[src/design/afsk_pkg.sv]
`default_nettype none

package afsk_pkg;

	localparam int SAMPLE_BITS         = 16;
	localparam int PHASE_BITS_DEF      = 32;
	localparam int TABLE_ADDR_BITS_DEF = 10;

	localparam int INC_BITS   = 32;
	localparam int ALPHA_BITS = 17;
	localparam int SPB_BITS   = 22;
	localparam int ERR_BITS   = 17;
	localparam int CNT_BITS   = 7;
	localparam int IDX_BITS   = 3;
	localparam int CFG_BITS   = 32;

	localparam logic [CNT_BITS-1:0] MAX_SAMPLES = 7'd64;
	localparam logic [ERR_BITS-1:0] ERR_SAT     = 17'd32767;

	localparam logic [INC_BITS-1:0]   RST_MARK  = 32'd107374182;
	localparam logic [INC_BITS-1:0]   RST_SPACE = 32'd196852668;
	localparam logic [ALPHA_BITS-1:0] RST_ALPHA = 17'd65536;
	localparam logic [SPB_BITS-1:0]   RST_SPB   = 22'd2621440;

	localparam logic [IDX_BITS-1:0] REG_MARK  = 3'd0;
	localparam logic [IDX_BITS-1:0] REG_SPACE = 3'd1;
	localparam logic [IDX_BITS-1:0] REG_ALPHA = 3'd2;
	localparam logic [IDX_BITS-1:0] REG_SPB   = 3'd3;

	localparam longint unsigned PI_HALF_Q30 = 64'd1686629713;
	localparam longint unsigned ONE_Q30     = 64'd1073741824;

	typedef struct packed {
		logic data_bit;
		logic restart;
	} bit_item_t;

	typedef struct packed {
		logic signed [SAMPLE_BITS-1:0] sample;
		logic                          last;
	} samp_item_t;

	typedef struct packed {
		logic start;
		logic mul;
		logic upd;
		logic phase;
		logic rom;
		logic load;
	} dp_cmd_t;

	typedef struct packed {
		logic n_zero;
		logic last;
		logic out_free;
	} dp_stat_t;

	// shift and subtract quotient, used only while building the table
	function automatic longint unsigned div_shift(input longint unsigned num,
			input longint unsigned den);
		longint unsigned quo;
		longint unsigned rem;
		quo = 64'd0;
		rem = 64'd0;
		for (int b = 63; b >= 0; b--) begin
			rem = (rem << 1) | ((num >> b) & 64'd1);
			if (rem >= den) begin
				rem = rem - den;
				quo = quo | (64'd1 << b);
			end
		end
		return quo;
	endfunction

	// cosine in q30 by truncated taylor series through x^22, clamped at zero
	function automatic longint unsigned cos_q30(input longint unsigned x);
		longint unsigned x2;
		longint unsigned term;
		longint          sum;
		x2   = (x * x) >> 30;
		term = ONE_Q30;
		sum  = longint'(ONE_Q30);
		for (int n = 1; n <= 11; n++) begin
			term = (term * x2) >> 30;
			term = div_shift(term, longint'((2 * n - 1) * (2 * n)));
			if (n % 2 == 1) begin
				sum = sum - longint'(term);
			end else begin
				sum = sum + longint'(term);
			end
		end
		return (sum < 0) ? 64'd0 : longint'(sum);
	endfunction

	// quarter-wave entry k for a table of 2^tab_bits steps
	function automatic logic [SAMPLE_BITS-1:0] cos_entry(input int k, input int tab_bits);
		longint unsigned amp;
		longint unsigned x;
		longint unsigned c;
		longint unsigned v;
		amp = (64'd1 << (SAMPLE_BITS - 1)) - 64'd1;
		x   = (longint'(k) * PI_HALF_Q30) >> tab_bits;
		c   = cos_q30(x);
		v   = (amp * c + (ONE_Q30 >> 1)) >> 30;
		if (k == 0) begin
			v = amp;
		end else if (k == (1 << tab_bits)) begin
			v = 64'd0;
		end
		return v[SAMPLE_BITS-1:0];
	endfunction

endpackage

`default_nettype wire

[src/design/afsk_ctrl.sv]
`default_nettype none

module afsk_ctrl (
	input  wire                 clk,
	input  wire                 arst_n,
	input  wire                 bit_valid,
	output logic                bit_ready,
	input  afsk_pkg::dp_stat_t  st,
	output afsk_pkg::dp_cmd_t   cmd
);
	import afsk_pkg::*;

	typedef enum logic [2:0] {
		S_IDLE,
		S_MUL,
		S_UPD,
		S_PHASE,
		S_ROM,
		S_LOAD
	} state_t;

	state_t state_q;

	assign bit_ready = (state_q == S_IDLE);

	always_comb begin
		cmd       = '0;
		cmd.start = (state_q == S_IDLE) && bit_valid;
		cmd.mul   = (state_q == S_MUL);
		cmd.upd   = (state_q == S_UPD);
		cmd.phase = (state_q == S_PHASE);
		cmd.rom   = (state_q == S_ROM);
		cmd.load  = (state_q == S_LOAD) && st.out_free;
	end

	always_ff @(posedge clk or negedge arst_n) begin
		if (!arst_n) begin
			state_q <= S_IDLE;
		end else begin
			unique case (state_q)
				S_IDLE: begin
					if (bit_valid && !st.n_zero) begin
						state_q <= S_MUL;
					end
				end
				S_MUL:   state_q <= S_UPD;
				S_UPD:   state_q <= S_PHASE;
				S_PHASE: state_q <= S_ROM;
				S_ROM:   state_q <= S_LOAD;
				S_LOAD: begin
					if (st.out_free) begin
						state_q <= st.last ? S_IDLE : S_MUL;
					end
				end
				default: state_q <= S_IDLE;
			endcase
		end
	end

	a_last_ends: assert property (@(posedge clk) disable iff (!arst_n)
		cmd.load && st.last |=> state_q == S_IDLE)
		else $error("bit period did not end after final sample");

	a_next_sample: assert property (@(posedge clk) disable iff (!arst_n)
		cmd.load && !st.last |=> state_q == S_MUL)
		else $error("next sample not started");

	a_hold_load: assert property (@(posedge clk) disable iff (!arst_n)
		state_q == S_LOAD && !st.out_free |=> state_q == S_LOAD)
		else $error("left load state while output register full");

endmodule

`default_nettype wire

[config.mk]
export PLATFORM = sky130hd
export DESIGN_NAME = afsk_ctrl
export DESIGN_NICKNAME = d
export VERILOG_FILES = /design/src/design/afsk_pkg.sv /design/src/design/afsk_ctrl.sv
export SDC_FILE = /design/constraint.sdc
export NUM_CORES = 1
export LEC_CHECK = 0
export BUFFER_PORTS_ARGS = -buffer_cell sky130_fd_sc_hd__buf_2
export CAP_MARGIN = 15
export CORE_AREA = 2 2 39 41
export DETAILED_ROUTE_END_ITERATION = 8
export DIE_AREA = 0 0 41 43
export GPL_ROUTABILITY_DRIVEN = 0
export GPL_TIMING_DRIVEN = 0
export PLACE_DENSITY = 0.41
export RECOVER_POWER = 50
export SETUP_SLACK_MARGIN = 0.05
export SYNTH_ARGS = -nofsm -noshare
export SYNTH_HDL_FRONTEND = slang
export SYNTH_SLANG_ARGS = --single-unit
[constraint.sdc]
create_clock -name clk -period 1.6 [get_ports clk]
set_input_delay 0.32 -clock clk [delete_from_list [all_inputs] [get_ports clk]]
set_output_delay 0.32 -clock clk [all_outputs]
set_load 0.1 [all_outputs]
-- Word level (Yosys, flattened, before mapping)
Index checks and enable logic that the tools add are counted.
- bits in registers: 3
- bits of input ports: 6
- output and inout bits: 7
- word-level logic and storage cells: 18
- eq/ne operators: 7
- muxes and demuxes: 4
- reductions and logical operators: 6
- operator list (cell ; number):
    case mux 3 bit (6 select lines) ; 1
    equality test 3 x 2 -> 1 bit (second input constant) ; 2
    equality test 3 bit (second input constant) ; 2
    2-to-1 mux 3 bit ; 2
    equality test 3 x 1 -> 1 bit (second input constant) ; 1
    logical AND 1 bit ; 3
    logical NOT 3 bit ; 1
    != test 2 x 1 -> 1 bit (second input constant) ; 1
    != test 2 bit (second input constant) ; 1
    AND reduction 2 bit ; 1
    logical NOT 1 bit ; 1
    2-to-1 mux 1 bit ; 1

-- Depth between registers and ports, before layout
Gate-level depths: netlist (run 1).
- depth after elaboration: 4
- mapped depth: 4
- depth with buffers taken out: 3

-- Worst setup path before layout (run 1)
No wires, ideal clock.
- path kind: flip-flop to output port
- from: reg state_q[0]
- to: out cmd[4] (netlist name)
- data arrival time: 2.714 ns
- data required time: 1.280 ns
- setup slack: -1.434 ns
- stages on the path, launching flop included: 3
- path buffers: 1
- path through: dfrtp_1 -> buf_2 -> nor3b_1
- RTL lines (what ; line ; RTL):
    from (decl) ; afsk_ctrl.sv:22 ; state_t state_q;
    from (signal assigned) ; afsk_ctrl.sv:52 ; state_q <= st.last ? S_IDLE : S_MUL;
    to (decl) ; afsk_ctrl.sv:9 ; output afsk_pkg::dp_cmd_t cmd

==> results of run 1 <==
-- worst reg2reg max path, cell delays in order (launching register included) --
cell and delay, ps:
dfrtp_1 360, buf_6 130, buf_4 130, buf_4 120
mux2i_1 120, o31ai_1 90, a31oi_1 150
-- what timing repair did --
action / 4_1_cts / 5_1_grt
setup buffers: 1 / 4
endpoints found under the setup margin: 7 / 7
hold buffers: 1 / 0
gates resized for setup: 21 / 2
endpoints found under the hold margin: 3 / 0
pin swaps: 3 / 3
-- synthesized netlist by cell type --
| master | count |
|---|---|
| o31ai_1 | 1 |
| buf_2 | 1 |
| nand2b_1 | 1 |
| buf_6 | 1 |
| or2_1 | 1 |
| buf_4 | 1 |
| dfrtp_1 | 3 |
| nor3_2 | 1 |
| a31oi_1 | 1 |
| a21oi_1 | 1 |
| nor3b_1 | 2 |
| nand2_1 | 2 |
| nor2_1 | 4 |
| xnor2_1 | 1 |
| and2_1 | 1 |
| nor2b_1 | 1 |
| mux2i_1 | 1 |
-- per-stage QoR --
step,hold slack (ps),cell area (sq um),std cells
after floorplan,24.4,251,24
after global placement,115,332,52
after detailed placement,117,332,52
after CTS,282,449,58
after global routing,275,487,62
final,287,487,62
-- layout by cell type (no fill, tap or decap) --
| cell | synthesis | routed |
|---|---|---|
| a21oi_1 | 1 | 1 |
| a31oi_1 | 1 | 1 |
| and2_4 | 0 | 1 |
| buf_12 | 0 | 3 |
| buf_2 | 1 | 4 |
| buf_4 | 1 | 6 |
| buf_6 | 1 | 6 |
| clkbuf_1 | 0 | 2 |
| clkbuf_4 | 0 | 3 |
| dfrtp_1 | 3 | 3 |
| dlygate4sd3_1 | 0 | 1 |
| mux2i_1 | 1 | 1 |
| nand2_1 | 2 | 2 |
| nand2b_4 | 0 | 1 |
| nor2_1 | 4 | 1 |
| nor2_4 | 0 | 3 |
| nor2b_1 | 1 | 1 |
| nor3_4 | 0 | 1 |
| nor3b_2 | 0 | 2 |
| o31ai_1 | 1 | 1 |
| or2_1 | 1 | 1 |
| xnor2_1 | 1 | 1 |
-- cells by family (layout without fill, tap and decap cells) --
family	count (synthesis)	in the layout	synth area share
and+or+nand+nor	13	13	0.347
AOI/OAI and AO/OA	3	3	0.0898
DFF	3	3	0.359
buffers and inverters	3	25	0.114
xor gates and xnor gates	1	1	0.0419
muxes	1	1	0.0479
-- routing by layer --
layer | up-vias | share of wire | routed length, um
li1 | 121 | - | -
met1 | 113 | 0.42 | 212
met2 | 7 | 0.52 | 263
met3 | 0 | 0.056 | 28
met4 | 0 | 0 | 0
met5 | - | 0 | 0
-- worst min-delay path by stage --
stage / cells after the start / slack, ps / endpoint / from
global placement: 1 / 110 / state_q[1]$_DFFE_PN0P_ / arst_n
finish: 2 / 290 / state_q[0]$_DFFE_PN0P_ / st[1]
CTS: 2 / 280 / state_q[0]$_DFFE_PN0P_ / st[1]
floorplan: 0 / 20 / state_q[0]$_DFFE_PN0P_ / arst_n
global route: 2 / 280 / state_q[0]$_DFFE_PN0P_ / st[1]
detailed placement: 1 / 120 / state_q[2]$_DFFE_PN0P_ / arst_n
-- cell type report --
cell class | count | area, sq um
plain buffers | 3 | 33.8
multi-input cells | 18 | 159
well taps | 16 | 20.0
flip-flops and latches | 3 | 75.1
repair buffers | 18 | 173
clock buffers | 4 | 26.3
fillers | 145 | 897
==> results.sh, run 1 <==
export IMPL_cts_root_buf="clkbuf_4"
export IMPL_synth_area_sq_um=209
export IMPL_critPathLaunch="state_q[2]$_DFFE_PN0P_"
export IMPL_max_slew_margin=0.816
export IMPL_timing_fmax_mhz=630
export IMPL_dieArea_sq_um=1760
export IMPL_finalSetupTns_ps=0
export IMPL_syn_to_final_growth_pct=133
export IMPL_ys_types=17
export IMPL_r2r_start="state_q[1]$_DFFE_PN0P_"
export IMPL_use_met2=0.0875
export IMPL_path_cells="buf_6, nor3_4, and2_4, buf_12"
export IMPL_port_buffer_count=12
export IMPL_synthCells=24
export IMPL_largest_register_ffs=3
export IMPL_dr_total_vias=241
export IMPL_grt_pass1_vias=194
export IMPL_synth_avg_cell_area_sq_um=8.71
export IMPL_cp_start_kind="flip-flop"
export IMPL_slew_viol_final=0
export IMPL_vias_per_cell=3.89
export IMPL_grt_most_used_layer="met1"
export IMPL_setup_ws_ps=13.5
export IMPL_clkLatencyLatePin_ps=230
export IMPL_worstPathRequired_ps=1280
export IMPL_worstReg2RegEnd="state_q[0]$_DFFE_PN0P_"
export IMPL_ys_seq_elements=3
export IMPL_die_y_um=43
export IMPL_grt_util_met3=0.0524
export IMPL_critPathKind="flip-flop to output port"
export IMPL_crit_buf_inv=2
export IMPL_final_core_util=0.352
export IMPL_pin_count=13
export IMPL_grt_setup_unrepaired="true"
export IMPL_end_kind="output port"
export IMPL_n_antenna_cell=0
export IMPL_numClockSinks=3
export IMPL_critPathTopFamily="flip-flops"
export IMPL_synth_top_area_frac=0.359
export IMPL_finalSetupViolations=0
export IMPL_drive_above_1_share=0.652
export IMPL_cp_data_arrival_time_ps=1270
export IMPL_worstMarginPinSlew_ps=278
export IMPL_antenna_found_initial=0
export IMPL_fin_crit_ps=1590
export IMPL_cts_tree="done"
export IMPL_start_util=0.151
export IMPL_wl_per_cell_um=8.11
export IMPL_ant_nets=0
export IMPL_max_flop_register="state_q"
export IMPL_crit_path_max_incr_delay_ps=360
export IMPL_die_w_um=41
export IMPL_coreArea_sq_um=1380
export IMPL_dr_pass1_iters=1
export IMPL_post_place_ws_ps=25.4
export IMPL_grt_ovfl_total=0
export IMPL_cts_made_buffers=3
export IMPL_cp_depth=4
export IMPL_drv_cap=0
export IMPL_seq_area_frac_synth=0.359
export IMPL_drc_errors=0
export IMPL_drt_total_wl_um=503
export IMPL_rr_worst_depth=6
export IMPL_final_hold_viol_count=0
export IMPL_clock_skew_ps=0.418
export IMPL_cp_endpoint="cmd[5]"
export IMPL_yosys_warnings=0
export IMPL_drt_iter0_drc=0
export IMPL_htreeDepth=1
export IMPL_hp_class="input pin to flip-flop"
export IMPL_synth_nets=30
export IMPL_grt_max_degree=11
export IMPL_synth_top_cell_by_area="dfrtp_1"
export IMPL_grt_util_all_layers=0.0785
export IMPL_outcome="finished, final reports clean"
export IMPL_largest_registers="state_q x3"
export IMPL_clock_path_buffers=2
export IMPL_grt_pass1_wl_um=848
export IMPL_clk_pin_slew_ps=40
export IMPL_timing_critical_path_fanout_max=8
export IMPL_rows=14
export IMPL_met1_usage=0.0909
export IMPL_r2r_slack_ps=420
export IMPL_synth_top_cells_by_area="dfrtp_1 (36%), nor2_1 (7.2%), nor3b_1 (7.2%)"
export IMPL_cp_slowest_cell="dfrtp_1"
export IMPL_fin_nets=53
export IMPL_dp_final_hpwl_um=336
export IMPL_finalCritPeriodShare=0.992
Power of run 1 is not shown: default switching activity piles up to over one toggle a cycle in this logic, so the estimate is an artifact.
==> run 2: changes to the inputs <==
SETUP_SLACK_MARGIN = default   (was 0.05)
SKIP_LAST_GASP = 1   (was default)
==> results.sh, run 2 (same netlist as run 1, synthesis figures left out) <==
export IMPL_rows=14
export IMPL_dr_total_vias=216
export IMPL_port_buffer_count=12
export IMPL_final_common_cell="buf_6"
export IMPL_n_antenna_cell=0
export IMPL_dp_cells=52
export IMPL_slew_viol_final=0
export IMPL_htreeDepth=1
export IMPL_drt_total_wl_um=479
export IMPL_outcome="finished, final reports clean"
export IMPL_drc_errors=0
export IMPL_worstReg2RegEnd="state_q[2]$_DFFE_PN0P_"
export IMPL_numClockSinks=3
export IMPL_dieArea_sq_um=1760
export IMPL_fin_crit_ps=1570
export IMPL_post_place_ws_ps=25.4
export IMPL_end_kind="output port"
export IMPL_worstMarginPinSlew_ps=278
export IMPL_final_cell_mix="buf_6 (5), buf_2 (4), buf_4 (4)"
export IMPL_finalSetupViolations=0
export IMPL_grt_pass1_vias=177
export IMPL_die_w_um=41
export IMPL_cp_start_kind="flip-flop"
export IMPL_antenna_found_initial=0
export IMPL_wl_per_cell_um=8.26
export IMPL_largest_register_ffs=3
export IMPL_timing_fmax_mhz=636
export IMPL_clkLatencyLatePin_ps=230
export IMPL_finalCritPeriodShare=0.983
export IMPL_fin_nets=49
export IMPL_r2r_slack_ps=610
export IMPL_start_util=0.151
export IMPL_largest_registers="state_q x3"
export IMPL_coreArea_sq_um=1380
export IMPL_clock_skew_ps=0.539
export IMPL_grt_max_degree=11
export IMPL_critPathLaunch="state_q[1]$_DFFE_PN0P_"
export IMPL_setup_ws_ps=27.2
export IMPL_r2r_start="state_q[1]$_DFFE_PN0P_"
export IMPL_critPathKind="flip-flop to output port"
export IMPL_clk_pin_slew_ps=40
export IMPL_cts_made_buffers=3
export IMPL_grt_ovfl_total=0
export IMPL_timing_critical_path_fanout_max=8
export IMPL_worstPathRequired_ps=1280
export IMPL_final_cell_count_no_fill=58
export IMPL_pin_count=13
export IMPL_cp_endpoint="cmd[5]"
export IMPL_drv_cap=0
export IMPL_drt_iter0_drc=0
export IMPL_drive_above_1_share=0.619
export IMPL_nFillCells=149
export IMPL_grt_setup_unrepaired="true"
export IMPL_ant_nets=0
export IMPL_syn_to_final_growth_pct=111
export IMPL_grt_pass1_wl_um=745
export IMPL_final_hold_viol_count=0
export IMPL_max_flop_register="state_q"
export IMPL_die_y_um=43
export IMPL_cts_root_buf="clkbuf_4"
export IMPL_grt_util_all_layers=0.0706
export IMPL_vias_per_cell=3.72
export IMPL_rr_worst_depth=4
export IMPL_final_core_util=0.318
export IMPL_dr_pass1_iters=1
export IMPL_cts_tree="done"
export IMPL_clock_path_buffers=2
export IMPL_hp_class="input pin to flip-flop"
export IMPL_cp_data_arrival_time_ps=1250
export IMPL_finalSetupTns_ps=0
export IMPL_max_slew_margin=0.816
export IMPL_dp_final_hpwl_um=336
==> run 2: critical path, cell delays in order, from the launching register on <==
cell and delay [ps]:
dfrtp_1 360, buf_6 140, nor3_4 190, and2_4 170
buf_12 160
==> run 2: routing by layer <==
layer	track usage	vias up	share of wire
li1	-	114	-
met2	0.0750	7	0.51
met4	0.0800	0	0
met3	0.0524	0	0.084
met1	0.0784	95	0.40
met5	0	-	0
==> run 2: stage by stage <==
stage / hold slack [ps] / area [sq um]
floorplan: 24.4 / 251
global placement: 115 / 332
detailed placement: 117 / 332
CTS: 282 / 423
global route: 275 / 440
finish: 288 / 440
==> run 2: worst min path at each step <==
| stage | from | endpoint | cells after the start |
|---|---|---|---|
| global route | st[1] | state_q[0]$_DFFE_PN0P_ | 2 |
| finish | st[1] | state_q[0]$_DFFE_PN0P_ | 2 |
| global placement | arst_n | state_q[1]$_DFFE_PN0P_ | 1 |
| CTS | st[1] | state_q[0]$_DFFE_PN0P_ | 2 |
| detailed placement | arst_n | state_q[2]$_DFFE_PN0P_ | 1 |
| floorplan | arst_n | state_q[0]$_DFFE_PN0P_ | 0 |
==> run 2: area by class of cell <==
cell class	instances	area, sq um	share of cell area
Buffer	3	33.8	0.0767
Clock buffer	4	26.3	0.0597
Tap cell	16	20.0	0.0455
Multi-Input combinational cell	18	159	0.361
Sequential cell	3	75.1	0.170
Timing Repair Buffer	14	126	0.287
==> run 2: what timing repair did <==
action | CTS | global route
hold endpoints to repair | 3 | 0
buffers inserted | 0 | 1
hold buffers | 1 | 0
pin swaps | 1 | 2
cloned | 0 | 0
gates resized for setup | 16 | 3
endpoints found under the setup margin | 7 | 5
Power of run 2 is left out for the same reason.
==> run 3: changes to the inputs <==
PLACE_DENSITY = default   (was 0.41)
==> results.sh, run 3 (same netlist as run 1, synthesis figures left out) <==
export IMPL_outcome="finished, final reports clean"
export IMPL_syn_to_final_growth_pct=126
export IMPL_worstPathRequired_ps=1280
export IMPL_largest_registers="state_q x3"
export IMPL_dp_final_hpwl_um=359
export IMPL_cp_start_kind="flip-flop"
export IMPL_fin_crit_ps=1570
export IMPL_clock_skew_ps=0.0996
export IMPL_final_cell_mix="buf_4 (6), buf_2 (4), buf_12 (4)"
export IMPL_drt_iter0_drc=2
export IMPL_grt_pass1_wl_um=945
export IMPL_drive_above_1_share=0.636
export IMPL_worstMarginPinSlew_ps=279
export IMPL_fin_nets=51
export IMPL_start_util=0.151
export IMPL_cts_root_buf="clkbuf_4"
export IMPL_cp_endpoint="cmd[5]"
export IMPL_rr_worst_depth=5
export IMPL_hp_class="input pin to flip-flop"
export IMPL_dr_total_vias=237
export IMPL_ant_nets=0
export IMPL_cts_made_buffers=3
export IMPL_timing_critical_path_fanout_max=7
export IMPL_dieArea_sq_um=1760
export IMPL_cp_data_arrival_time_ps=1250
export IMPL_r2r_slack_ps=490
export IMPL_max_slew_margin=0.816
export IMPL_wl_per_cell_um=9.93
export IMPL_slew_viol_final=0
export IMPL_numClockSinks=3
export IMPL_nFillCells=142
export IMPL_largest_register_ffs=3
export IMPL_final_cell_count_no_fill=60
export IMPL_dr_pass1_iters=4
export IMPL_final_hold_viol_count=0
export IMPL_critPathKind="flip-flop to output port"
export IMPL_coreArea_sq_um=1380
export IMPL_vias_per_cell=3.95
export IMPL_n_antenna_cell=0
export IMPL_max_flop_register="state_q"
export IMPL_final_common_cell="buf_4"
export IMPL_rows=14
export IMPL_timing_fmax_mhz=637
export IMPL_seq_area_sq_um=75.1
export IMPL_antenna_found_initial=0
export IMPL_grt_util_all_layers=0.0885
export IMPL_grt_setup_unrepaired="true"
export IMPL_drt_total_wl_um=596
export IMPL_r2r_start="state_q[2]$_DFFE_PN0P_"
export IMPL_dp_cells=52
export IMPL_grt_ovfl_total=0
export IMPL_grt_pass1_vias=248
export IMPL_pin_count=13
export IMPL_finalCritPeriodShare=0.982
export IMPL_critPathLaunch="state_q[1]$_DFFE_PN0P_"
export IMPL_clk_pin_slew_ps=40
export IMPL_drv_cap=0
export IMPL_clkLatencyLatePin_ps=230
export IMPL_end_kind="output port"
export IMPL_cts_tree="done"
export IMPL_drc_errors=0
export IMPL_die_y_um=43
export IMPL_die_w_um=41
export IMPL_worstReg2RegEnd="state_q[0]$_DFFE_PN0P_"
export IMPL_htreeDepth=1
export IMPL_grt_max_degree=11
export IMPL_finalSetupViolations=0
export IMPL_port_buffer_count=12
export IMPL_multiInputGateArea_sq_um=159
export IMPL_clock_path_buffers=2
==> run 3: layout make-up <==
class,count,share of cell area
tap,16,0.0423
sequential,3,0.159
buffer,3,0.0714
clock buffer,4,0.0556
multi-input combinational,18,0.336
timing repair buffer,16,0.336
==> run 3: metal layers <==
layer  part of all wire  track usage
met5                  0            0
met1               0.38       0.0841
met2               0.56        0.119
met4                  0        0.120
met3              0.050       0.0314
==> run 3: worst min path at each step <==
| stage | endpoint | depth (start not counted) | from | slack (ps) |
|---|---|---|---|---|
| final | state_q[0]$_DFFE_PN0P_ | 2 | st[1] | 290 |
| after global placement | state_q[2]$_DFFE_PN0P_ | 1 | arst_n | 120 |
| after floorplan | state_q[0]$_DFFE_PN0P_ | 0 | arst_n | 20 |
| after global routing | state_q[0]$_DFFE_PN0P_ | 2 | st[1] | 280 |
| after detailed placement | state_q[2]$_DFFE_PN0P_ | 1 | arst_n | 120 |
| after CTS | state_q[0]$_DFFE_PN0P_ | 2 | st[1] | 270 |
==> run 3: metrics by stage <==
stage / hold WS [ps] / instance area, sq um / util / setup WS [ps] / TNS (ps)
floorplan: 24.4 / 251 / - / -524 / -1670
global placement: 119 / 332 / 0.240 / 27.3 / 0
detailed placement: 118 / 332 / 0.240 / 22.3 / 0
CTS: 273 / 417 / 0.301 / -56.0 / -100
global route: 285 / 473 / 0.342 / -27.2 / -27.5
finish: 286 / 473 / 0.342 / 29.4 / 0
==> run 3: worst max-delay path, stage by stage (launching register included) <==
cell and delay, ps:
dfrtp_1 360, buf_6 130, nor3_4 180, and2_4 170, buf_12 160
==> run 3: repair_timing <==
item | 4_1_cts | 5_1_grt
hold buffers | 1 | 0
endpoints found under the setup margin | 7 | 4
pin swaps | 1 | 2
setup buffers | 0 | 3
resized for setup | 15 | 5
endpoints found under the hold margin | 3 | 0
Power of run 3 is left out for the same reason.
